## src/rtl/ptb_pkg.sv

```systemverilog
// Shared types and constants for the periodic timer bank.
`timescale 1ns / 1ps

package ptb_pkg;

    localparam int SLOT_W   = 4;
    localparam int COUNT_W  = 32;
    localparam int SIG_W    = 16;
    localparam int TGT_W    = 6;
    localparam int MAX_SLOTS = 2 ** SLOT_W;

    typedef enum logic [1:0] {
        MODE_TICK   = 2'd0,
        MODE_ARM    = 2'd1,
        MODE_DISARM = 2'd2,
        MODE_BIND   = 2'd3
    } mode_t;

    // Command broadcast to every cell; the per-cell select travels apart.
    typedef struct packed {
        logic               tick;
        logic               arm;
        logic               disarm;
        logic               bind_slot;
        logic [COUNT_W-1:0] timeout;
        logic [COUNT_W-1:0] reload;
        logic [SIG_W-1:0]   sig;
        logic [TGT_W-1:0]   tgt;
    } cell_cmd_t;

endpackage

```

## src/rtl/ptb_if.sv

```systemverilog
// Valid/ready channel interfaces for the timer bank command and event words.
`timescale 1ns / 1ps

interface ptb_in_if;
    logic                           valid;
    logic                           ready;
    logic [1:0]                     mode;
    logic [ptb_pkg::SLOT_W-1:0]     slot;
    logic [ptb_pkg::COUNT_W-1:0]    timeout_ticks;
    logic [ptb_pkg::COUNT_W-1:0]    reload_ticks;
    logic [ptb_pkg::SIG_W-1:0]      signal_id;
    logic [ptb_pkg::TGT_W-1:0]      target_id;

    modport source (output valid, mode, slot, timeout_ticks, reload_ticks, signal_id,
                    target_id, input ready);
    modport sink (input valid, mode, slot, timeout_ticks, reload_ticks, signal_id,
                  target_id, output ready);
    modport monitor (input valid, ready, mode, slot, timeout_ticks, reload_ticks,
                     signal_id, target_id);
endinterface

interface ptb_out_if;
    logic                           valid;
    logic                           ready;
    logic [ptb_pkg::SLOT_W-1:0]     expired_slot;
    logic [ptb_pkg::SIG_W-1:0]      event_signal;
    logic [ptb_pkg::TGT_W-1:0]      event_target;
    logic                           last;

    modport source (output valid, expired_slot, event_signal, event_target, last,
                    input ready);
    modport sink (input valid, expired_slot, event_signal, event_target, last,
                  output ready);
    modport monitor (input valid, ready, expired_slot, event_signal, event_target, last);
endinterface

```

## src/rtl/periodic_timer_bank.sv

```systemverilog
// Periodic timer bank top level: a row of slot cells swept by a scan token.
// Arm, disarm and bind words apply on the accept edge; ready stays high after
// them. A tick word counts down every bound, running slot on the accept edge,
// then a token walks the row one cell per cycle, held on a hit cell while the
// event register is full. Event words leave through the event register.
// Reset (rst_n low, async) unbinds every slot, clears counts and the scan.
`timescale 1ns / 1ps

module periodic_timer_bank #(
    parameter int NUM_SLOTS = 16
) (
    input  logic         clk,
    input  logic         rst_n,
    ptb_in_if.sink       cmd,
    ptb_out_if.source    rsp
);

    // Slot field is four bits wide, so at most MAX_SLOTS cells are reachable.
    localparam int NCELL = (NUM_SLOTS < ptb_pkg::MAX_SLOTS) ? NUM_SLOTS
                                                             : ptb_pkg::MAX_SLOTS;

    logic busy_reg, busy_next;
    logic out_valid_reg;
    logic [ptb_pkg::SLOT_W-1:0] out_slot_reg;
    logic [ptb_pkg::SIG_W-1:0]  out_sig_reg;
    logic [ptb_pkg::TGT_W-1:0]  out_tgt_reg;
    logic                       out_last_reg;

    logic accept, tick_go, wr_go;
    logic shift, advance, emit, out_free;
    ptb_pkg::cell_cmd_t cell_cmd;

    logic [NCELL:0]   token_chain;
    logic [NCELL:0]   later_chain;
    logic [NCELL-1:0] sel;
    logic [NCELL-1:0] hit;
    logic [NCELL-1:0] last_hit;
    logic [ptb_pkg::SIG_W-1:0] cell_sig [NCELL];
    logic [ptb_pkg::TGT_W-1:0] cell_tgt [NCELL];

    logic                       cur_hit;
    logic                       cur_last;
    logic [ptb_pkg::SLOT_W-1:0] cur_slot;
    logic [ptb_pkg::SIG_W-1:0]  cur_sig;
    logic [ptb_pkg::TGT_W-1:0]  cur_tgt;

    // only idle accepts; a tick word holds ready low until the sweep ends
    assign cmd.ready = ~busy_reg;
    assign accept    = cmd.valid & cmd.ready;
    assign tick_go   = accept & (cmd.mode == ptb_pkg::MODE_TICK);
    assign wr_go     = accept & (cmd.mode != ptb_pkg::MODE_TICK);

    always_comb
    begin
        cell_cmd.tick      = tick_go;
        cell_cmd.arm       = wr_go & (cmd.mode == ptb_pkg::MODE_ARM);
        cell_cmd.disarm    = wr_go & (cmd.mode == ptb_pkg::MODE_DISARM);
        cell_cmd.bind_slot = wr_go & (cmd.mode == ptb_pkg::MODE_BIND);
        cell_cmd.timeout   = cmd.timeout_ticks;
        cell_cmd.reload    = cmd.reload_ticks;
        cell_cmd.sig       = cmd.signal_id;
        cell_cmd.tgt       = cmd.target_id;
    end

    // token enters cell 0 on the tick accept; later_chain is the suffix OR of
    // pending flags, so a hit with nothing pending behind it is the last word
    assign token_chain[0]     = tick_go;
    assign later_chain[NCELL] = 1'b0;

    for (genvar i = 0; i < NCELL; i++)
    begin : g_cell
        assign sel[i] = cmd.slot == ptb_pkg::SLOT_W'(i);

        ptb_cell u_cell (
            .clk       (clk),
            .rst_n     (rst_n),
            .cmd       (cell_cmd),
            .sel       (sel[i]),
            .shift     (shift),
            .emit      (emit),
            .token_in  (token_chain[i]),
            .token_out (token_chain[i+1]),
            .later_in  (later_chain[i+1]),
            .later_out (later_chain[i]),
            .hit       (hit[i]),
            .last_hit  (last_hit[i]),
            .sig       (cell_sig[i]),
            .tgt       (cell_tgt[i])
        );
    end

    // token is one-hot, so the hit record is a plain OR across the row
    always_comb
    begin
        cur_slot = '0;
        cur_sig  = '0;
        cur_tgt  = '0;
        for (int i = 0; i < NCELL; i++)
        begin
            if (hit[i])
            begin
                cur_slot = cur_slot | ptb_pkg::SLOT_W'(i);
                cur_sig  = cur_sig | cell_sig[i];
                cur_tgt  = cur_tgt | cell_tgt[i];
            end
        end
    end

    assign cur_hit  = |hit;
    assign cur_last = |last_hit;

    // the token waits on a hit cell until the event register can take it
    assign out_free = ~out_valid_reg | rsp.ready;
    assign emit     = cur_hit & out_free;
    assign advance  = busy_reg & (~cur_hit | out_free);
    assign shift    = advance | tick_go;

    always_comb
    begin
        busy_next = busy_reg;
        priority if (tick_go)
            busy_next = 1'b1;
        else if (advance && token_chain[NCELL])
            busy_next = 1'b0;
    end

    always_ff @(posedge clk or negedge rst_n)
    begin
        if (!rst_n)
        begin
            busy_reg      <= 1'b0;
            out_valid_reg <= 1'b0;
        end
        else
        begin
            busy_reg <= busy_next;
            if (emit)
                out_valid_reg <= 1'b1;
            else if (rsp.ready)
                out_valid_reg <= 1'b0;
        end
    end

    always_ff @(posedge clk)
    begin
        if (emit)
        begin
            out_slot_reg <= cur_slot;
            out_sig_reg  <= cur_sig;
            out_tgt_reg  <= cur_tgt;
            out_last_reg <= cur_last;
        end
    end

    assign rsp.valid        = out_valid_reg;
    assign rsp.expired_slot = out_slot_reg;
    assign rsp.event_signal = out_sig_reg;
    assign rsp.event_target = out_tgt_reg;
    assign rsp.last         = out_last_reg;

endmodule

```

## src/rtl/ptb_cell.sv

```systemverilog
// One timer slot: counts, binding, expiry flag and the scan token stage.
`timescale 1ns / 1ps

module ptb_cell (
    input  logic                         clk,
    input  logic                         rst_n,
    input  ptb_pkg::cell_cmd_t           cmd,
    input  logic                         sel,
    input  logic                         shift,
    input  logic                         emit,
    input  logic                         token_in,
    output logic                         token_out,
    input  logic                         later_in,
    output logic                         later_out,
    output logic                         hit,
    output logic                         last_hit,
    output logic [ptb_pkg::SIG_W-1:0]    sig,
    output logic [ptb_pkg::TGT_W-1:0]    tgt
);

    logic [ptb_pkg::COUNT_W-1:0] remaining_reg, remaining_next;
    logic [ptb_pkg::COUNT_W-1:0] reload_reg, reload_next;
    logic                        bound_reg, bound_next;
    logic                        pending_reg, pending_next;
    logic                        token_reg, token_next;
    logic [ptb_pkg::SIG_W-1:0]   sig_reg;
    logic [ptb_pkg::TGT_W-1:0]   tgt_reg;

    always_comb
    begin
        remaining_next = remaining_reg;
        reload_next    = reload_reg;
        bound_next     = bound_reg;
        pending_next   = pending_reg;
        token_next     = shift ? token_in : token_reg;

        if (cmd.bind_slot && sel)
        begin
            bound_next     = 1'b1;
            remaining_next = '0;
            reload_next    = '0;
        end
        else if (cmd.arm && sel && bound_reg)
        begin
            remaining_next = cmd.timeout;
            reload_next    = cmd.reload;
        end
        else if (cmd.disarm && sel && bound_reg)
        begin
            remaining_next = '0;
        end
        else if (cmd.tick && bound_reg && remaining_reg != '0)
        begin
            // expiry when the count is one at a tick; it reloads instead of reaching zero
            if (remaining_reg == ptb_pkg::COUNT_W'(1))
                remaining_next = reload_reg;
            else
                remaining_next = remaining_reg - ptb_pkg::COUNT_W'(1);
        end

        if (cmd.tick)
            pending_next = bound_reg && remaining_reg == ptb_pkg::COUNT_W'(1);
        else if (emit && token_reg)
            pending_next = 1'b0;
    end

    always_ff @(posedge clk or negedge rst_n)
    begin
        if (!rst_n)
        begin
            remaining_reg <= '0;
            reload_reg    <= '0;
            bound_reg     <= 1'b0;
            pending_reg   <= 1'b0;
            token_reg     <= 1'b0;
        end
        else
        begin
            remaining_reg <= remaining_next;
            reload_reg    <= reload_next;
            bound_reg     <= bound_next;
            pending_reg   <= pending_next;
            token_reg     <= token_next;
        end
    end

    always_ff @(posedge clk)
    begin
        if (cmd.bind_slot && sel)
        begin
            sig_reg <= cmd.sig;
            tgt_reg <= cmd.tgt;
        end
    end

    assign token_out = token_reg;
    assign later_out = pending_reg | later_in;
    assign hit       = token_reg & pending_reg;
    assign last_hit  = hit & ~later_in;
    assign sig       = sig_reg;
    assign tgt       = tgt_reg;

endmodule

```

## src/flat_wrapper.sv

```systemverilog
// flat-port wrapper written by rule: the top's interface ports become plain ports
module periodic_timer_bank_flat 
#(
    parameter int NUM_SLOTS = 16
)
  (clk, rst_n, cmd_valid, cmd_mode, cmd_slot, cmd_timeout_ticks, cmd_reload_ticks, cmd_signal_id, cmd_target_id, cmd_ready, rsp_valid, rsp_expired_slot, rsp_event_signal, rsp_event_target, rsp_last, rsp_ready);
  ptb_in_if cmd_i ();
  ptb_out_if rsp_i ();
  input  logic clk;
  input  logic rst_n;
  input wire logic [$bits(cmd_i.valid)-1:0] cmd_valid;
  input wire logic [$bits(cmd_i.mode)-1:0] cmd_mode;
  input wire logic [$bits(cmd_i.slot)-1:0] cmd_slot;
  input wire logic [$bits(cmd_i.timeout_ticks)-1:0] cmd_timeout_ticks;
  input wire logic [$bits(cmd_i.reload_ticks)-1:0] cmd_reload_ticks;
  input wire logic [$bits(cmd_i.signal_id)-1:0] cmd_signal_id;
  input wire logic [$bits(cmd_i.target_id)-1:0] cmd_target_id;
  output wire logic [$bits(cmd_i.ready)-1:0] cmd_ready;
  output wire logic [$bits(rsp_i.valid)-1:0] rsp_valid;
  output wire logic [$bits(rsp_i.expired_slot)-1:0] rsp_expired_slot;
  output wire logic [$bits(rsp_i.event_signal)-1:0] rsp_event_signal;
  output wire logic [$bits(rsp_i.event_target)-1:0] rsp_event_target;
  output wire logic [$bits(rsp_i.last)-1:0] rsp_last;
  input wire logic [$bits(rsp_i.ready)-1:0] rsp_ready;
  assign cmd_i.valid = cmd_valid;
  assign cmd_i.mode = cmd_mode;
  assign cmd_i.slot = cmd_slot;
  assign cmd_i.timeout_ticks = cmd_timeout_ticks;
  assign cmd_i.reload_ticks = cmd_reload_ticks;
  assign cmd_i.signal_id = cmd_signal_id;
  assign cmd_i.target_id = cmd_target_id;
  assign cmd_ready = cmd_i.ready;
  assign rsp_valid = rsp_i.valid;
  assign rsp_expired_slot = rsp_i.expired_slot;
  assign rsp_event_signal = rsp_i.event_signal;
  assign rsp_event_target = rsp_i.event_target;
  assign rsp_last = rsp_i.last;
  assign rsp_i.ready = rsp_ready;
  periodic_timer_bank #(.NUM_SLOTS(NUM_SLOTS)) u_core (.clk(clk), .rst_n(rst_n), .cmd(cmd_i), .rsp(rsp_i));
endmodule
```

## config.mk

```make
export PLATFORM = sky130hd
export DESIGN_NAME = periodic_timer_bank_flat
export DESIGN_NICKNAME = d
export VERILOG_FILES = /design/src/rtl/ptb_pkg.sv /design/src/rtl/ptb_if.sv /design/src/rtl/periodic_timer_bank.sv /design/src/rtl/ptb_cell.sv /design/src/flat_wrapper.sv
export SDC_FILE = /design/constraint.sdc
export NUM_CORES = 2
export LEC_CHECK = 0
export BUFFER_PORTS_ARGS = -buffer_cell sky130_fd_sc_hd__buf_2
export CORE_MARGIN = 8
export CORE_UTILIZATION = 63
export DETAILED_ROUTE_END_ITERATION = 16
export GPL_TIMING_DRIVEN = 1
export HOLD_SLACK_MARGIN = 0.03
export MAX_ROUTING_LAYER = met4
export PLACE_DENSITY = 0.8
export SYNTH_ARGS = -nofsm -noshare
export SYNTH_HDL_FRONTEND = slang
export SYNTH_SLANG_ARGS = --single-unit
```

## constraint.sdc

```tcl
create_clock -name clk -period 4.5 [get_ports clk]
set_input_delay 0.225 -clock clk [delete_from_list [all_inputs] [get_ports clk]]
set_output_delay 0.225 -clock clk [all_outputs]
set_load 0.05 [all_outputs]
```

==> key figures <==
Outcome
  – Status: complete, no violations

Power
  – VDD IR max: a little under 400 uV
  – Power density over cell area: about 550 nW/um2
  – LEAKAGE: 33.0 nW

Logic synthesis
  – Synth warn: 0
  – Library cells used by synthesis: 95
  – Cell taking the most area after synthesis: dfrtp_1
  – Sequential-to-total area share from yosys stat: 0.533
  – Most used DFF post-synth: dfrtp_1
  – Top-count cell post-synth: dfrtp_1
  – Synth top area share: 0.374
  – Post-synth EDFFs: roughly 380
  – Synth async-reset ratio: 0.739
  – Synth area leaders: dfrtp_1 37%, edfxtp_1 16%, a22o_1 7.6%, a21oi_1 4.6%, o21ai_0 3.5%
  – Syn Inst Count: around 7.0k
  – Syn Area/Cell: slightly above 10 um2
  – Post-Synthesis Cell Area: slightly above 70000 um2
  – #FFs+latches synth: around 1.5k
  – Synth cell count leaders: 1074 x dfrtp_1, 656 x a21oi_1, 619 x a22o_1, 564 x nor2_1, 521 x clkbuf_1
  – Syn_nets: 7165

CTS
  – CTS tree: yes
  – Longest Clk Path Bufs: 3
  – Clk sinks: ~1.5k
  – Clock Pin Slew Worst Setup and Hold Paths: 0.07 ns
  – Worst-Skew Late Latency: about 0.81 ns
  – TritonCTS buffer count: 150
  – Post-cts resize count: 0
  – H-tree levels: 4
  – Postcts setup bufs: 0
  – CTS root buffer: clkbuf_16

STA
  – Fin. Hold Viols: 0
  – RSZ-0062 raised after global routing: false
  – Clock Skew: 0.0427 ns
  – Final setup violation count: 0
  – Setup TNS: 0 ns
  – Slew HR: 0.0682
  – Achievable frequency: ~250 MHz
  – Period minus WS final: just under 4 ns
  – Max-slew violation count: 0
  – Hold WS: 0.103 ns
  – Final Cycle Share: 0.881
  – Worst-Margin Slew: 1.39 ns

Final layout
  – Final #Nets: about 7.0k
  – Final Instance Area: just under 80000 um2
  – Share of cells above drive strength 1: 0.102
  – Final non-filler cell total: around 8.6k
  – Area delta synth->final: 10.4%
  – Utilization after layout: 0.697
  – Fill cells: 8239

Route
  – WL per Instance: 30.5 um
  – # DRC: 0
  – Highest routing layer actually used: met4
  – Iteration-0 DRC Markers: 10.7k
  – Remaining antenna violation count: 0
  – Metal2 WL: around 110 mm
  – Routed met3 length: around 40 mm
  – Detailed-route via count: 63.6k
  – Drt total wl: 261 mm
  – M1 wire length: approximately 94 mm
  – Vias/cell: roughly 7.4
  – DR pass1 iterations: 12

Worst setup path
  – WS Path Type: register to register
  – Worst Setup Start Kind: register
  – Critical path's largest stage delay: roughly 1.2 ns
  – Worst reg-to-reg path cell count: 6
  – CP arrival: 4.68 ns
  – R2R Setup Slk: around 0.53 ns
  – R2R Path End: u_core.g_cell[2].u_cell.remaining_reg[8]
  – CP Capture Type: register
  – Reg2reg start: u_core.busy_reg
  – Crit path max fanout: 45
  – Critical Path RT: around 5.2 ns
  – Crit path cell chain: nand4bb_1 -> nor3_1 -> and3_2 -> buf_4 -> a221oi_1 -> nor2_1
  – CP max-delay cell: nor3_1

Worst hold path
  – Hold EP: u_core.g_cell[4].u_cell.pending_reg
  – Hold Path Depth: 4
  – Hold Path Origin: cmd_mode[1]
  – Worst hold path type: input port to register

Place
  – Placed Area: approximately 74000 um2
  – RePlAce Congestion: just under 1
  – Cell Count Post-Placement: roughly 8k
  – Final HPWL from detailed placement: 145 mm
  – Port bufs: approximately 120

Floorplan
  – Die width: 354 um
  – Core Rows: 124
  – Initial Utilization: 0.631
  – Die area: about 130000 um2
  – Vert. Die Dim: about 350 um
  – Core area: between 100000 and 150000 um2
  – Total I/O pin count: about 130

GRT
  – Total gr overflow: 0
  – Largest net degree at the start of global routing: between 100 and 150
  – First-pass GRT wire length: about 380 mm
  – Vias in the first global route: 59.6k
  – Antenna violations before repair: 26
  – GRT Util Overall: 0.414

Flow run
  – # Max-Cap Violations: 0
routing by layer:
layer | global-route usage | up-vias
li1 | - | 26500
met1 | 0.540 | 31000
met2 | 0.559 | 5087
met3 | 0.132 | 996
met4 | 0.261 | 0
met5 | - | -
critical path, delay by kind of cell (launching register included):
| kind | cells | cell delay [ns] |
|---|---|---|
| flip-flops | 1 | 0.49 |
| AO/OA/AOI/OAI | 1 | 0.17 |
| buffers and inverters | 1 | 0.52 |
| AND/OR/NAND/NOR | 4 | 2.65 |
logic make-up after synthesis:
group,after synthesis,share of synthesized area
XOR/XNOR,300,0.0366
flip-flops,1453,0.533
AND/OR/NAND/NOR,1956,0.137
multiplexers,25,0.00371
buffers and inverters,722,0.0393
AO/OA/AOI/OAI,2549,0.245
adder cells (fa/ha/maj),32,0.00558
where the power goes:
group	total, mW	internal, mW	switching [mW]
Clock	13.3	7.58	5.74
Sequential	18.1	15.5	2.56
Combinational	12.5	5.18	7.36
Total	43.9	28.3	15.7
cells in the final DEF, fill, tap and decap left out, drive strengths merged, types with 198 or more instances in the layout:
| cell type | count |
|---|---|
| nor3 | 223 |
| dfrtp | 1074 |
| a22o | 619 |
| xnor2 | 201 |
| a21oi | 656 |
| nand2 | 381 |
| edfxtp | 379 |
| nor2 | 568 |
| clkbuf | 198 |
| buf | 328 |
| o21ai | 534 |
worst max path at each step:
stage	startpoint	to	slack, ns	depth (start not counted)
after CTS	u_core.busy_reg	u_core.g_cell[2].u_cell.remaining_reg[21]	0.85	6
after global placement	u_core.busy_reg	u_core.g_cell[2].u_cell.remaining_reg[21]	0.95	6
after detailed placement	u_core.busy_reg	u_core.g_cell[2].u_cell.remaining_reg[21]	0.89	6
after global routing	u_core.busy_reg	u_core.g_cell[0].u_cell.remaining_reg[13]	0.55	6
after floorplan	u_core.busy_reg	u_core.g_cell[5].u_cell.remaining_reg[30]	0.77	8
final	u_core.busy_reg	u_core.g_cell[2].u_cell.remaining_reg[8]	0.53	6
what timing repair did:
action	CTS	global route
hold endpoints to repair	438	0
hold buffers	31	0
setup endpoints to repair	0	0
final cells by class:
class / count / area, um2 / area share
Sequential cell: 1453 / 38300 / 0.483
Tap cell: 1512 / 1890 / 0.0239
Clock buffer: 198 / 4180 / 0.0527
Timing Repair Buffer: 359 / 2600 / 0.0328
Multi-Input combinational cell: 4862 / 30900 / 0.390
Antenna cell: 29 / 72.6 / 0.000916
Inverter: 68 / 255 / 0.00322
Clock inverter: 78 / 1120 / 0.0142
stage by stage:
step / setup slack [ns] / total power, mW
4_1_cts: 0.852 / 43.5
6_report: 0.534 / 43.9
5_1_grt: 0.546 / 45.9
3_3_place_gp: 0.954 / 29.7
2_1_floorplan: 0.774 / 26.9
3_5_place_dp: 0.888 / 30.2
Note: power is estimated with default switching activity, not from simulation.
